<file path="config.mk">
export PLATFORM = sky130hd
export DESIGN_NAME = least_loaded_job_assigner_core
export DESIGN_NICKNAME = d
export VERILOG_FILES = /design/src/hdl/llja_pkg.sv /design/src/hdl/llja_ram.sv /design/src/hdl/llja_ctrl.sv /design/src/hdl/llja_dp.sv /design/src/hdl/least_loaded_job_assigner_core.sv
export SDC_FILE = /design/constraint.sdc
export NUM_CORES = 1
export LEC_CHECK = 0
export BUFFER_PORTS_ARGS = -buffer_cell sky130_fd_sc_hd__clkbuf_2
export CAP_MARGIN = 25
export CORE_MARGIN = 2
export CORE_UTILIZATION = 63
export CTS_CLUSTER_SIZE = 28
export DETAILED_ROUTE_END_ITERATION = 10
export PLACE_DENSITY = 0.8
export SYNTH_ARGS = -nofsm -noshare
export SYNTH_HDL_FRONTEND = slang
export SYNTH_SLANG_ARGS = --single-unit
</file>
<file path="constraint.sdc">
create_clock -name clock -period 9.88 [get_ports clock]
set_input_delay 1.482 -clock clock [delete_from_list [all_inputs] [get_ports clock]]
set_output_delay 1.482 -clock clock [all_outputs]
set_load 0.005 [all_outputs]
</file>
<file path="src/hdl/llja_pkg.sv">
// Shared types, constants and request/response formats for the least-loaded job assigner.
package llja_pkg;

   localparam int DEFAULT_MAX_SERVERS = 16;

   localparam int FUNC_W  = 2;
   localparam int INDEX_W = 4;
   localparam int RATE_W  = 8;
   localparam int ITEMS_W = 8;
   localparam int BUSY_W  = 32;
   localparam int CFG_W   = 5;
   localparam int PROD_W  = RATE_W + ITEMS_W;

   localparam logic [CFG_W-1:0] NUM_CASHIERS_RESET = CFG_W'(16);

   localparam logic [FUNC_W-1:0] FUNC_LOAD   = 2'd0;
   localparam logic [FUNC_W-1:0] FUNC_ASSIGN = 2'd1;
   localparam logic [FUNC_W-1:0] FUNC_CLEAR  = 2'd2;

   typedef struct packed {
      logic [FUNC_W-1:0]  func;
      logic [INDEX_W-1:0] server_index;
      logic [RATE_W-1:0]  rate;
      logic [ITEMS_W-1:0] items;
   } req_type;

   typedef struct packed {
      logic [INDEX_W-1:0] chosen_server;
      logic [BUSY_W-1:0]  server_busy;
      logic [BUSY_W-1:0]  makespan;
   } rsp_type;

   // controller to datapath
   typedef struct packed {
      logic accept;     // request taken this cycle
      logic scan;       // one busy-time compare step
      logic rate_rd;    // fetch rate of the winning server
      logic update;     // add job, write back, respond
      logic load_resp;  // respond to a rate load
   } cmd_type;

   // datapath to controller
   typedef struct packed {
      logic scan_done;
   } status_type;

endpackage

</file>
<file path="src/hdl/llja_ram.sv">
// Generic single-write, single-read RAM with registered read data.
module llja_ram #(
   parameter int WIDTH = 32,
   parameter int DEPTH = 16,
   localparam int ADDR_W = (DEPTH > 1) ? $clog2(DEPTH) : 1
) (
   input  logic              clock,
   input  logic              wr_en,
   input  logic [ADDR_W-1:0] wr_addr,
   input  logic [WIDTH-1:0]  wr_data,
   input  logic              rd_en,
   input  logic [ADDR_W-1:0] rd_addr,
   output logic [WIDTH-1:0]  rd_data
);

   logic [WIDTH-1:0] mem [DEPTH];
   logic [WIDTH-1:0] rd_data_ff;

   always_ff @(posedge clock) begin
      if (wr_en) begin
         mem[wr_addr] <= wr_data;
      end
      if (rd_en) begin
         rd_data_ff <= mem[rd_addr];
      end
   end

   assign rd_data = rd_data_ff;

endmodule

</file>
<file path="src/hdl/llja_ctrl.sv">
// Sequencing state machine for the least-loaded job assigner.
module llja_ctrl (
   input  logic                       clock,
   input  logic                       reset,
   input  logic                       start,
   input  logic [llja_pkg::FUNC_W-1:0] req_func,
   input  llja_pkg::status_type       status,
   output llja_pkg::cmd_type          cmd,
   output logic                       busy
);

   typedef enum logic [4:0] {
      ST_IDLE = 5'b00001,
      ST_LOAD = 5'b00010,
      ST_SCAN = 5'b00100,
      ST_RATE = 5'b01000,
      ST_UPD  = 5'b10000
   } state_type;

   state_type state_ff, state_in;
   logic      accept;

   assign accept = start && (state_ff == ST_IDLE);

   always_comb begin
      state_in = state_ff;
      case (state_ff)
         ST_IDLE: begin
            if (accept) begin
               if (req_func == llja_pkg::FUNC_LOAD) begin
                  state_in = ST_LOAD;
               end else if (req_func == llja_pkg::FUNC_ASSIGN) begin
                  state_in = ST_SCAN;
               end
            end
         end
         ST_LOAD: state_in = ST_IDLE;
         ST_SCAN: begin
            if (status.scan_done) begin
               state_in = ST_RATE;
            end
         end
         ST_RATE: state_in = ST_UPD;
         ST_UPD:  state_in = ST_IDLE;
         default: state_in = ST_IDLE;
      endcase
   end

   always_ff @(posedge clock) begin
      if (reset) begin
         state_ff <= ST_IDLE;
      end else begin
         state_ff <= state_in;
      end
   end

   always_comb begin
      cmd           = '0;
      cmd.accept    = accept;
      cmd.scan      = (state_ff == ST_SCAN);
      cmd.rate_rd   = (state_ff == ST_RATE);
      cmd.update    = (state_ff == ST_UPD);
      cmd.load_resp = (state_ff == ST_LOAD);
   end

   assign busy = (state_ff != ST_IDLE);

   // scan only ends into the rate fetch
   a_scan_exit: assert property (@(posedge clock) disable iff (reset)
      (state_ff == ST_SCAN) && status.scan_done |=> (state_ff == ST_RATE))
      else $error("scan did not hand over to rate fetch");

   // an update always returns to idle
   a_upd_idle: assert property (@(posedge clock) disable iff (reset)
      (state_ff == ST_UPD) |=> !busy)
      else $error("block still busy after update");

   // a plain request never leaves idle
   a_clear_idle: assert property (@(posedge clock) disable iff (reset)
      accept && (req_func != llja_pkg::FUNC_LOAD) && (req_func != llja_pkg::FUNC_ASSIGN)
      |=> !busy)
      else $error("clear or unused code left idle");

endmodule

</file>
<file path="src/hdl/llja_dp.sv">
// Datapath: busy-time and rate RAMs, minimum scan, job update and response register.
module llja_dp #(
   parameter int MAX_SERVERS = llja_pkg::DEFAULT_MAX_SERVERS
) (
   input  logic                        clock,
   input  logic                        reset,
   input  llja_pkg::req_type           req_data,
   input  llja_pkg::cmd_type           cmd,
   input  logic                        csr_wr,
   input  logic [llja_pkg::CFG_W-1:0]  csr_data,
   output llja_pkg::status_type        status,
   output logic                        rsp_strobe,
   output llja_pkg::rsp_type           rsp_data
);

   localparam int IDX_W = (MAX_SERVERS > 1) ? $clog2(MAX_SERVERS) : 1;
   localparam int CNT_W = $clog2(MAX_SERVERS + 1);
   localparam int NW    = (CNT_W > llja_pkg::CFG_W) ? CNT_W : llja_pkg::CFG_W;
   localparam int IW    = (CNT_W > llja_pkg::INDEX_W) ? CNT_W : llja_pkg::INDEX_W;
   localparam int BW    = llja_pkg::BUSY_W;

   // config and architectural state
   logic [llja_pkg::CFG_W-1:0] num_ff;
   logic [MAX_SERVERS-1:0]     busy_vld_ff;
   logic [MAX_SERVERS-1:0]     rate_vld_ff;
   logic [BW-1:0]              max_ff;

   // working registers
   llja_pkg::req_type req_ff;
   logic [IDX_W-1:0]  rd_idx_ff;
   logic [IDX_W-1:0]  best_idx_ff;
   logic [BW-1:0]     best_ff;
   logic              rsp_valid_ff;
   llja_pkg::rsp_type rsp_ff;

   // ram ports
   logic                       busy_rd_en, busy_wr_en;
   logic [IDX_W-1:0]           busy_rd_addr;
   logic [BW-1:0]              busy_rd_data, busy_wr_data;
   logic                       rate_wr_en;
   logic [llja_pkg::RATE_W-1:0] rate_rd_data;

   logic [NW-1:0]    num_wide;
   logic [CNT_W-1:0] n_active;
   logic             idx_ok;
   logic [IDX_W-1:0] req_idx;
   logic [BW-1:0]    cur_busy;
   logic             scan_last;
   logic             better;
   logic [llja_pkg::RATE_W-1:0] cur_rate;
   logic [llja_pkg::PROD_W-1:0] prod;
   logic [BW:0]      sum;
   logic [BW-1:0]    new_busy;
   logic [BW-1:0]    new_max;
   logic             is_load, is_assign, is_clear;

   // servers in search: zero counts as one, clamp at the array size
   always_comb begin
      num_wide = NW'(num_ff);
      if (num_wide == '0) begin
         n_active = CNT_W'(1);
      end else if (num_wide > NW'(MAX_SERVERS)) begin
         n_active = CNT_W'(MAX_SERVERS);
      end else begin
         n_active = CNT_W'(num_wide);
      end
   end

   assign is_load   = (req_data.func == llja_pkg::FUNC_LOAD);
   assign is_assign = (req_data.func == llja_pkg::FUNC_ASSIGN);
   assign is_clear  = (req_data.func == llja_pkg::FUNC_CLEAR);
   assign idx_ok    = IW'(req_data.server_index) < IW'(MAX_SERVERS);
   assign req_idx   = IDX_W'(req_data.server_index);

   assign cur_busy  = busy_vld_ff[rd_idx_ff] ? busy_rd_data : '0;
   assign scan_last = (CNT_W'(rd_idx_ff) + CNT_W'(1)) == n_active;
   assign better    = (rd_idx_ff == '0) || (cur_busy < best_ff);
   assign status.scan_done = scan_last;

   // busy RAM read: scan start, scan step, or load echo
   always_comb begin
      busy_rd_en   = 1'b0;
      busy_rd_addr = '0;
      if (cmd.accept && is_assign) begin
         busy_rd_en = 1'b1;
      end else if (cmd.accept && is_load && idx_ok) begin
         busy_rd_en   = 1'b1;
         busy_rd_addr = req_idx;
      end else if (cmd.scan && !scan_last) begin
         busy_rd_en   = 1'b1;
         busy_rd_addr = rd_idx_ff + IDX_W'(1);
      end
   end

   // job update with saturation
   assign cur_rate     = rate_vld_ff[best_idx_ff] ? rate_rd_data : '0;
   assign prod         = llja_pkg::PROD_W'(req_ff.items) * llja_pkg::PROD_W'(cur_rate);
   assign sum          = {1'b0, best_ff} + (BW+1)'(prod);
   assign new_busy     = sum[BW] ? '1 : sum[BW-1:0];
   assign new_max      = (new_busy > max_ff) ? new_busy : max_ff;
   assign busy_wr_en   = cmd.update;
   assign busy_wr_data = new_busy;
   assign rate_wr_en   = cmd.accept && is_load && idx_ok;

   llja_ram #(.WIDTH(BW), .DEPTH(MAX_SERVERS)) u_busy_ram (
      .clock   (clock),
      .wr_en   (busy_wr_en),
      .wr_addr (best_idx_ff),
      .wr_data (busy_wr_data),
      .rd_en   (busy_rd_en),
      .rd_addr (busy_rd_addr),
      .rd_data (busy_rd_data)
   );

   llja_ram #(.WIDTH(llja_pkg::RATE_W), .DEPTH(MAX_SERVERS)) u_rate_ram (
      .clock   (clock),
      .wr_en   (rate_wr_en),
      .wr_addr (req_idx),
      .wr_data (req_data.rate),
      .rd_en   (cmd.rate_rd),
      .rd_addr (best_idx_ff),
      .rd_data (rate_rd_data)
   );

   // control state
   always_ff @(posedge clock) begin
      if (reset) begin
         num_ff       <= llja_pkg::NUM_CASHIERS_RESET;
         busy_vld_ff  <= '0;
         rate_vld_ff  <= '0;
         max_ff       <= '0;
         rsp_valid_ff <= 1'b0;
      end else begin
         if (csr_wr) begin
            num_ff <= csr_data;
         end
         if (rate_wr_en) begin
            rate_vld_ff[req_idx] <= 1'b1;
         end
         if (cmd.accept && is_clear) begin
            busy_vld_ff <= '0;
            max_ff      <= '0;
         end
         if (cmd.update) begin
            busy_vld_ff[best_idx_ff] <= 1'b1;
            max_ff                   <= new_max;
         end
         rsp_valid_ff <= (cmd.accept && !is_load && !is_assign) || cmd.load_resp ||
                         cmd.update;
      end
   end

   // payload
   always_ff @(posedge clock) begin
      if (cmd.accept) begin
         req_ff    <= req_data;
         rd_idx_ff <= is_load ? req_idx : '0;
      end else if (cmd.scan && !scan_last) begin
         rd_idx_ff <= rd_idx_ff + IDX_W'(1);
      end
      if (cmd.scan && better) begin
         best_ff     <= cur_busy;
         best_idx_ff <= rd_idx_ff;
      end
      if (cmd.accept) begin
         rsp_ff.chosen_server <= '0;
         rsp_ff.server_busy   <= '0;
         rsp_ff.makespan      <= is_clear ? '0 : max_ff;
      end else if (cmd.load_resp) begin
         rsp_ff.chosen_server <= req_ff.server_index;
         rsp_ff.server_busy   <= (IW'(req_ff.server_index) < IW'(MAX_SERVERS)) ? cur_busy
                                                                                 : '0;
         rsp_ff.makespan      <= max_ff;
      end else if (cmd.update) begin
         rsp_ff.chosen_server <= llja_pkg::INDEX_W'(best_idx_ff);
         rsp_ff.server_busy   <= new_busy;
         rsp_ff.makespan      <= new_max;
      end
   end

   assign rsp_strobe = rsp_valid_ff;
   assign rsp_data   = rsp_ff;

   // winner must lie inside the active range
   a_best_range: assert property (@(posedge clock) disable iff (reset)
      cmd.rate_rd |-> CNT_W'(best_idx_ff) < n_active)
      else $error("chosen server outside active range");

   // makespan never below the busy time just reported
   a_makespan: assert property (@(posedge clock) disable iff (reset)
      cmd.update |=> (max_ff >= rsp_ff.server_busy) && (rsp_ff.makespan == max_ff))
      else $error("makespan below updated busy time");

   // clear empties all busy times
   a_clear: assert property (@(posedge clock) disable iff (reset)
      cmd.accept && is_clear |=> (busy_vld_ff == '0) && (max_ff == '0) && rsp_strobe)
      else $error("clear did not reset busy times");

endmodule

</file>
<file path="src/hdl/least_loaded_job_assigner_core.sv">
// Top level of the least-loaded job assigner: controller, datapath and port wiring.
//
// Greedy list scheduler. Each request either loads one server's per-item rate, assigns a
// job to the server with the smallest busy time among the first num_cashiers servers
// (lowest index wins ties; busy time grows by items * rate, saturating at all ones), or
// clears all busy times and the makespan. A request is taken when start is high and busy
// is low. Every request gives exactly one response, shown on rsp_data for one cycle with
// rsp_strobe high; the receiver cannot stall, so it must take it in that cycle.
// Clear and the unused function code register their response from the accepting cycle, a
// rate load responds from the load state, and an assign passes through the scan, rate-read
// and update states. The assign scans the busy-time RAM, whose single read port is read
// one server per cycle, then reads the winner's rate and updates. busy drops as the
// response is registered, so the next request may be taken while the strobe is up. Busy
// times and rates live in RAMs; per-entry valid bits give zero for entries never written
// since reset (or since a clear, for busy times), so there is no clearing pass.
// num_cashiers is written over the csr channel, which is ready only while the block is
// idle and no request is offered; zero acts as one and values above MAX_SERVERS act as
// MAX_SERVERS.
module least_loaded_job_assigner_core #(
   parameter int MAX_SERVERS = llja_pkg::DEFAULT_MAX_SERVERS
) (
   input  logic                       clock,
   input  logic                       reset,
   // request channel
   input  logic                       start,
   output logic                       busy,
   input  llja_pkg::req_type          req_data,
   // response channel
   output logic                       rsp_strobe,
   output llja_pkg::rsp_type          rsp_data,
   // num_cashiers register
   input  logic                       csr_valid,
   output logic                       csr_ready,
   input  logic [llja_pkg::CFG_W-1:0] csr_data
);

   llja_pkg::cmd_type    cmd;
   llja_pkg::status_type status;
   logic                 csr_wr;

   // never in the same cycle as a request being taken
   assign csr_ready = !busy && !start;
   assign csr_wr    = csr_valid && csr_ready;

   llja_ctrl u_ctrl (
      .clock    (clock),
      .reset    (reset),
      .start    (start),
      .req_func (req_data.func),
      .status   (status),
      .cmd      (cmd),
      .busy     (busy)
   );

   llja_dp #(.MAX_SERVERS(MAX_SERVERS)) u_dp (
      .clock      (clock),
      .reset      (reset),
      .req_data   (req_data),
      .cmd        (cmd),
      .csr_wr     (csr_wr),
      .csr_data   (csr_data),
      .status     (status),
      .rsp_strobe (rsp_strobe),
      .rsp_data   (rsp_data)
   );

endmodule
</file>
==> impl_metrics.toml, run 1 <==
[outcome]
outcome = "completed"

[placed_design]
placed_area_sq_mm = 0.0400
dp_slack_ns = -0.234
gp_congestion = 0.916
dp_hpwl_um = 60000
io_buffer_count = 101

[floorplan]
die_w_um = 252
core_area_sq_mm = 0.0605
num_rows = 90
io_pins = 102
die_area_sq_mm = 0.0633
die_h_um = 252
initial_core_util_pct = 63.8

[synthesis]
synth_area_per_cell_sq_um = 12.5
synth_warnings = 0
synth_edf_count = 764
synth_area_sq_mm = 0.0386
synthFlopType = "edfxtp_1"
ys_types = 67
synth.area.top_cells = "edfxtp_1 (59%), nand2_1 (6.1%), dfxtp_1 (5.8%)"
async_reset_ff_share_pct = 0
syn_nets = 3271
synth_seq_cells = 875
synth-seq-area-share_pct = 65.2
synthCells = 3084
yosysTopAreaCell = "edfxtp_1"
synth_top_area_share_pct = 59.4

[min_path]
hold_path.class = "reg -> reg"
hold-path-endpoint = "u_dp.num_ff[0]"
holdPathStages = 2
holdCritStartpoint = "u_dp.num_ff[0]"

[worst_setup_path]
r2r_cells = 31
worst-path-max-fanout = 18
slowest_stage = "mux4_2"
r2r-start = "u_dp.best_idx_ff[0]"
cpPeakStageDelay_ns = 0.73
crit_type = "reg -> reg"
crit_arrival_ns = 9.95
r2r_slack_ns = 0.41
worstPathRequired_ns = 10.36
crit_path_start_kind = "flip-flop"
reg2reg_to = "u_dp.rsp_data[23]"
cp-end-kind = "flip-flop"

[layout]
n_fill_cell = 3764
layout-drive-gt1-share_pct = 13.1
area_delta_synth_final_pct = 11.6
layout.nets = 3369
design_area_sq_mm = 0.0431
antenna_cells = 0
final_core_util_pct = 71.3

[global_route]
grt_max_degree = 256
grt_pass1_wl_um = 154000
grt.overflow.total = 0
track_usage_pct = 32.6
antenna_found_initial = 2
grt_pass1_vias = 26000

[timing]
tns_ns = 0
setup_viol = 0
fin_crit_sh_pct = 95.8
hold_viol_final = 0
slew-limit-headroom_pct = 4.44
skew_ns = 0.0373
fin_crit_ns = 9.47
slew_violations = 0
fin_ws_ns = 0.411
max_clock_freq_ghz = 0.106
tightest_slew_ns = 1.43
rsz0062_at_grt = "no"

[drt]
viasPerCell = 6.57
wl_per_cell_um = 25.9
antenna_left = 0
drt_iter0_markers = 3833
drc = 0
first_pass_iters = 9
drt-total-wl_um = 105000
vias = 26500

[power_and_ir_drop]
power_leakage_nw = 16.2
vdd_drop_max_uv = 171
p_total_mw = 7.80
power_density_mw_per_mm2 = 181

[job]
max_cap_violations = 0

[cts]
cts_hold_buffers = 0
cts_tree = "done"
cts_buffers = 87
clockBufferDepth = 3
h-tree-depth = 3
clk_pin_slew_ns = 0.06
clk-insertion-delay-late_ns = 0.68
cts_root_buf = "clkbuf_16"
cts_sinks = 875
==> cells in the final DEF, fill, tap and decap left out, drive strengths merged, types with 52 or more instances in the layout <==
cell | synthesis | final
buf | 77 | 71
clkbuf | 89 | 215
and3 | 51 | 52
dfxtp | 111 | 111
edfxtp | 764 | 764
nand3 | 345 | 345
nand2 | 628 | 628
and2 | 62 | 62
mux4 | 50 | 52
a21oi | 70 | 70
ha | 106 | 106
inv | 167 | 168
nor2 | 123 | 123
==> report_power, final <==
| part | internal (mW) | switching [mW] | total [mW] |
|---|---|---|---|
| Sequential | 4.05 | 0.0308 | 4.08 |
| Clock | 1.92 | 1.45 | 3.38 |
| Combinational | 0.103 | 0.238 | 0.341 |
| Total | 6.08 | 1.72 | 7.80 |
==> per-stage QoR <==
| stage | std cells | hold WS [ns] |
|---|---|---|
| finish | 4033 | 0.473 |
| global route | 4033 | 0.500 |
| CTS | 4025 | 0.473 |
| detailed placement | 3867 | 0.456 |
| global placement | 3866 | 0.448 |
| floorplan | 3084 | 0.435 |
==> cell type report <==
cell class	instances	area, sq um	share of cell area [%]
clock buffer	114	2410	5.60
clock inverter	44	518	1.20
inverter	167	631	1.46
multi-input combinational	1879	12300	28.5
sequential	875	25200	58.4
tap	782	978	2.27
timing repair buffer	172	1080	2.51
==> worst max-delay path: cells and delay by family (launching register included) <==
family | cells | cell delay (ns)
buffers and inverters | 7 | 1.28
AOI/OAI and AO/OA | 6 | 1.15
adders and majority gates | 6 | 2.83
DFF | 1 | 0.35
muxes | 3 | 1.64
and+or+nand+nor | 9 | 2.03
==> registers in the layout, summed over array words and instances, names as in the netlist, 5 cells and up <==
| register | cells |
|---|---|
| u_dp.busy_vld_ff | 16 |
| u_dp.max_ff | 32 |
| u_dp.rsp_data | 68 |
| u_dp.u_busy_ram.mem | 512 |
| u_dp.rate_vld_ff | 16 |
| u_ctrl.state_ff | 5 |
| u_dp.num_ff | 5 |
| u_dp.req_ff | 12 |
| u_dp.u_busy_ram.rd_data | 32 |
| u_dp.best_ff | 32 |
| u_dp.u_rate_ram.rd_data | 8 |
| u_dp.u_rate_ram.mem | 128 |
==> cells in the mapped netlist, types with 19 or more instances <==
cell type / instances
nor2_1: 123
clkbuf_1: 88
nor3_1: 23
mux2i_1: 29
nand2_1: 628
nand3_1: 345
inv_1: 166
a31oi_1: 33
fa_1: 50
a22oi_1: 34
and2_1: 61
a32oi_1: 29
a21oi_1: 70
buf_2: 57
edfxtp_1: 764
mux4_2: 50
a21o_1: 32
o21ai_0: 38
and3_1: 51
ha_1: 106
dfxtp_1: 111
nand4_1: 19
==> routing by layer <==
layer / up-vias / wire length (um) / track usage [%] / part of all wire [%]
met3: 384 / 12800 / 6.73 / 12
met2: 1898 / 47900 / 50.9 / 46
li1: 11300 / - / - / -
met5: - / 0 / 0 / 0
met1: 12900 / 37400 / 43.5 / 36
met4: 0 / 6360 / 17.9 / 6.1
==> cell families after synthesis <==
family	after synthesis	synth area share [%]
flip-flops	875	65.2
adder cells (fa/ha/maj)	156	6.03
buffers and inverters	333	3.63
XOR/XNOR	19	0.467
AND/OR/NAND/NOR	1298	15.1
multiplexers	97	4.19
AO/OA/AOI/OAI	306	5.42
==> how the worst max path moves through the flow <==
stage                              from           endpoint  slack (ns)  depth (start not counted)
finish              u_dp.best_idx_ff[0]  u_dp.rsp_data[23]        0.41                         31
global route        u_dp.best_idx_ff[0]  u_dp.rsp_data[23]        0.06                         33
CTS                 u_dp.best_idx_ff[0]  u_dp.rsp_data[23]        0.02                         29
detailed placement  u_dp.best_idx_ff[0]    u_dp.max_ff[27]       -0.23                         29
global placement    u_dp.best_idx_ff[0]    u_dp.max_ff[25]        0.08                         29
floorplan           u_dp.best_idx_ff[0]  u_dp.rsp_data[19]        1.34                         30
==> timing repair <==
| item | CTS | global route |
|---|---|---|
| setup endpoints to repair | 41 | 64 |
| resized for setup | 4 | 8 |
| cloned | 0 | 3 |
| buffers inserted | 0 | 4 |
Note: power is estimated with default switching activity, not from simulation.
==> run 2, diff against run 1 <==
- ABC_AREA: default -> 1
==> impl_metrics.toml, run 2 <==
[synthesis]
synthFlopType = "edfxtp_1"
yosysTopAreaCell = "edfxtp_1"
yosys.area_share.xor_xnor_pct = 0.533
synth_warnings = 0
ys_types = 51
synthMuxAreaShare_pct = 0
synth.area.top_cells = "edfxtp_1 (56%), nand2_1 (9.7%), dfxtp_1 (5.4%)"
synth_compound_area_share_pct = 6.49
synth_edf_count = 764
yosysMostFrequentCell = "nand2_1"
synth_commonest_cells = "nand2_1 (1050), edfxtp_1 (764), inv_1 (556), nand3_1 (362), nor2_1 (215)"
syn_nets = 4170
async_reset_ff_share_pct = 0
synth_top_family_by_area = "simple AND/OR/NAND/NOR gates"
synthCells = 3983
synth_fa_ha_area_share_pct = 5.70
synth_area_per_cell_sq_um = 10.3
synth-seq-area-share_pct = 61.6
yosys.area_share.simple_pct = 18.2
synth_seq_cells = 875
synth_top_area_share_pct = 56.2
synth_area_sq_mm = 0.0408

[layout]
largest_reg_flops = 512
top_register = "u_dp.u_busy_ram.mem"
n_fill_cell = 4385
design_area_sq_mm = 0.0452
layout.nets = 4268
final_core_util_pct = 70.4
layout_common_cells = "nand2_1 (1046), edfxtp_1 (764), inv_1 (556)"
area_delta_synth_final_pct = 10.7
fin_cells = 5006
final_common_cell = "nand2_1"
layout-drive-gt1-share_pct = 9.40

[placed_design]
dp_slack_ns = 0.461
dp_hpwl_um = 62100
placed_area_sq_mm = 0.0424
gp_congestion = 0.990
placed_cells = 4845
io_buffer_count = 101

[timing]
setup_viol = 0
slew_violations = 0
fin_crit_ns = 9.45
skew_ns = 0.0320
rsz0062_at_grt = "no"
hold_viol_final = 0
tightest_slew_ns = 1.09
whs_ns = 0.479
slew-limit-headroom_pct = 26.6
fin_ws_ns = 0.433
max_clock_freq_ghz = 0.106
fin_crit_sh_pct = 95.6
tns_ns = 0

[worst_setup_path]
worstPathRequired_ns = 10.41
crit_arrival_ns = 9.97
crit_type = "reg -> reg"
cpPeakStageDelay_ns = 0.81
crit_path_start = "u_dp.best_idx_ff[1]"
crit_path_start_kind = "flip-flop"
critPathMostFrequentCell = "nand2_1"
cp-end-kind = "flip-flop"
worst-path-max-fanout = 36
slowest_stage = "or4_1"
r2r-start = "u_dp.best_idx_ff[1]"

[global_route]
grt.overflow.total = 0
track_usage_pct = 31.9
grt_pass1_wl_um = 162000
grt_max_degree = 101
antenna_found_initial = 0
grt_pass1_vias = 28700

[drt]
drc = 0
wl_per_cell_um = 21.3
vias = 29800
drt_iter0_markers = 3720
antenna_left = 0
viasPerCell = 5.94
first_pass_iters = 6
drt-total-wl_um = 107000

[cts]
clk-insertion-delay-late_ns = 0.66
cts_buffers = 86
cts_sinks = 875
clockBufferDepth = 3
clk_pin_slew_ns = 0.06
cts_tree = "done"
cts_resized = 0
h-tree-depth = 3
postCtsSetupRepairBufs = 0
cts_root_buf = "clkbuf_16"
cts_hold_buffers = 0

[power_and_ir_drop]
netSwitchingFraction_pct = 25.7
vdd_drop_max_uv = 177
power_leakage_nw = 18.2
p_total_mw = 8.34
power_density_mw_per_mm2 = 184
clockPowerShare_pct = 38.4
p_seq_share_pct = 50.3
p_sw_mw = 2.14
combPwrFrac_pct = 11.3
power.internal_mw = 6.20

[floorplan]
initial_core_util_pct = 63.6
die_area_sq_mm = 0.0669
die_w_um = 259
die_h_um = 259
io_pins = 102
num_rows = 93
core_area_sq_mm = 0.0642

[min_path]
holdCritStartpoint = "u_dp.num_ff[0]"
hold_path.class = "reg -> reg"

[outcome]
outcome = "completed"

[job]
max_cap_violations = 0
run 2: cell type report:
cell class	count	area (sq um)	share of cell area, %
clock inverters	42	372	0.822
diodes	1	2.50	0.00553
inverters	565	2130	4.72
clock buffers	115	2370	5.25
repair buffers	188	1190	2.63
multi-input cells	2365	12900	28.6
flip-flops and latches	875	25200	55.7
well taps	855	1070	2.37
run 2: final timing paths:
| check | slack, ns | end | cells past startpoint |
|---|---|---|---|
| worst max register to register | 0.43 | u_dp.rsp_data[28] | 38 |
| worst max-delay path | 0.43 | u_dp.rsp_data[28] | 38 |
| worst min-delay path | 0.48 | u_dp.num_ff[0] | 2 |
| worst min register to register | 0.48 | u_dp.num_ff[0] | 2 |
run 2: worst max-delay path: cells and delay by family, from the launching register on:
kind / cells / cell delay, ns
AND/OR/NAND/NOR: 17 / 3.30
adder cells (fa/ha/maj): 6 / 2.82
buffers and inverters: 9 / 1.24
AO/OA/AOI/OAI: 5 / 1.24
flip-flops: 1 / 0.57
XOR/XNOR: 1 / 0.11
run 2: power groups by stage:
stage,registers (mW),clock network (mW),logic [mW]
2_1_floorplan,4.25,0,0.607
3_3_place_gp,4.27,0,0.883
3_5_place_dp,4.27,0,0.914
4_1_cts,4.19,3.21,0.925
5_1_grt,4.19,3.35,1.03
6_report,4.19,3.20,0.943
run 2: cell families (layout without fill, tap and decap cells):
kind of cell,count (synthesis),count (layout)
other,0,1
and+or+nand+nor,1761,1762
buffers and inverters,744,910
DFF,875,875
AOI/OAI and AO/OA,423,423
xor gates and xnor gates,24,24
adders and majority gates,156,156
run 2: routing by layer:
metal  global-route usage (%)  up-vias  routed length [um]
li1                         -    13500                   -
met1                     42.6    14100               40100
met2                     51.8     1788               50200
met3                     5.36      338               11100
met4                     14.9        0                5380
met5                        0        -                   0
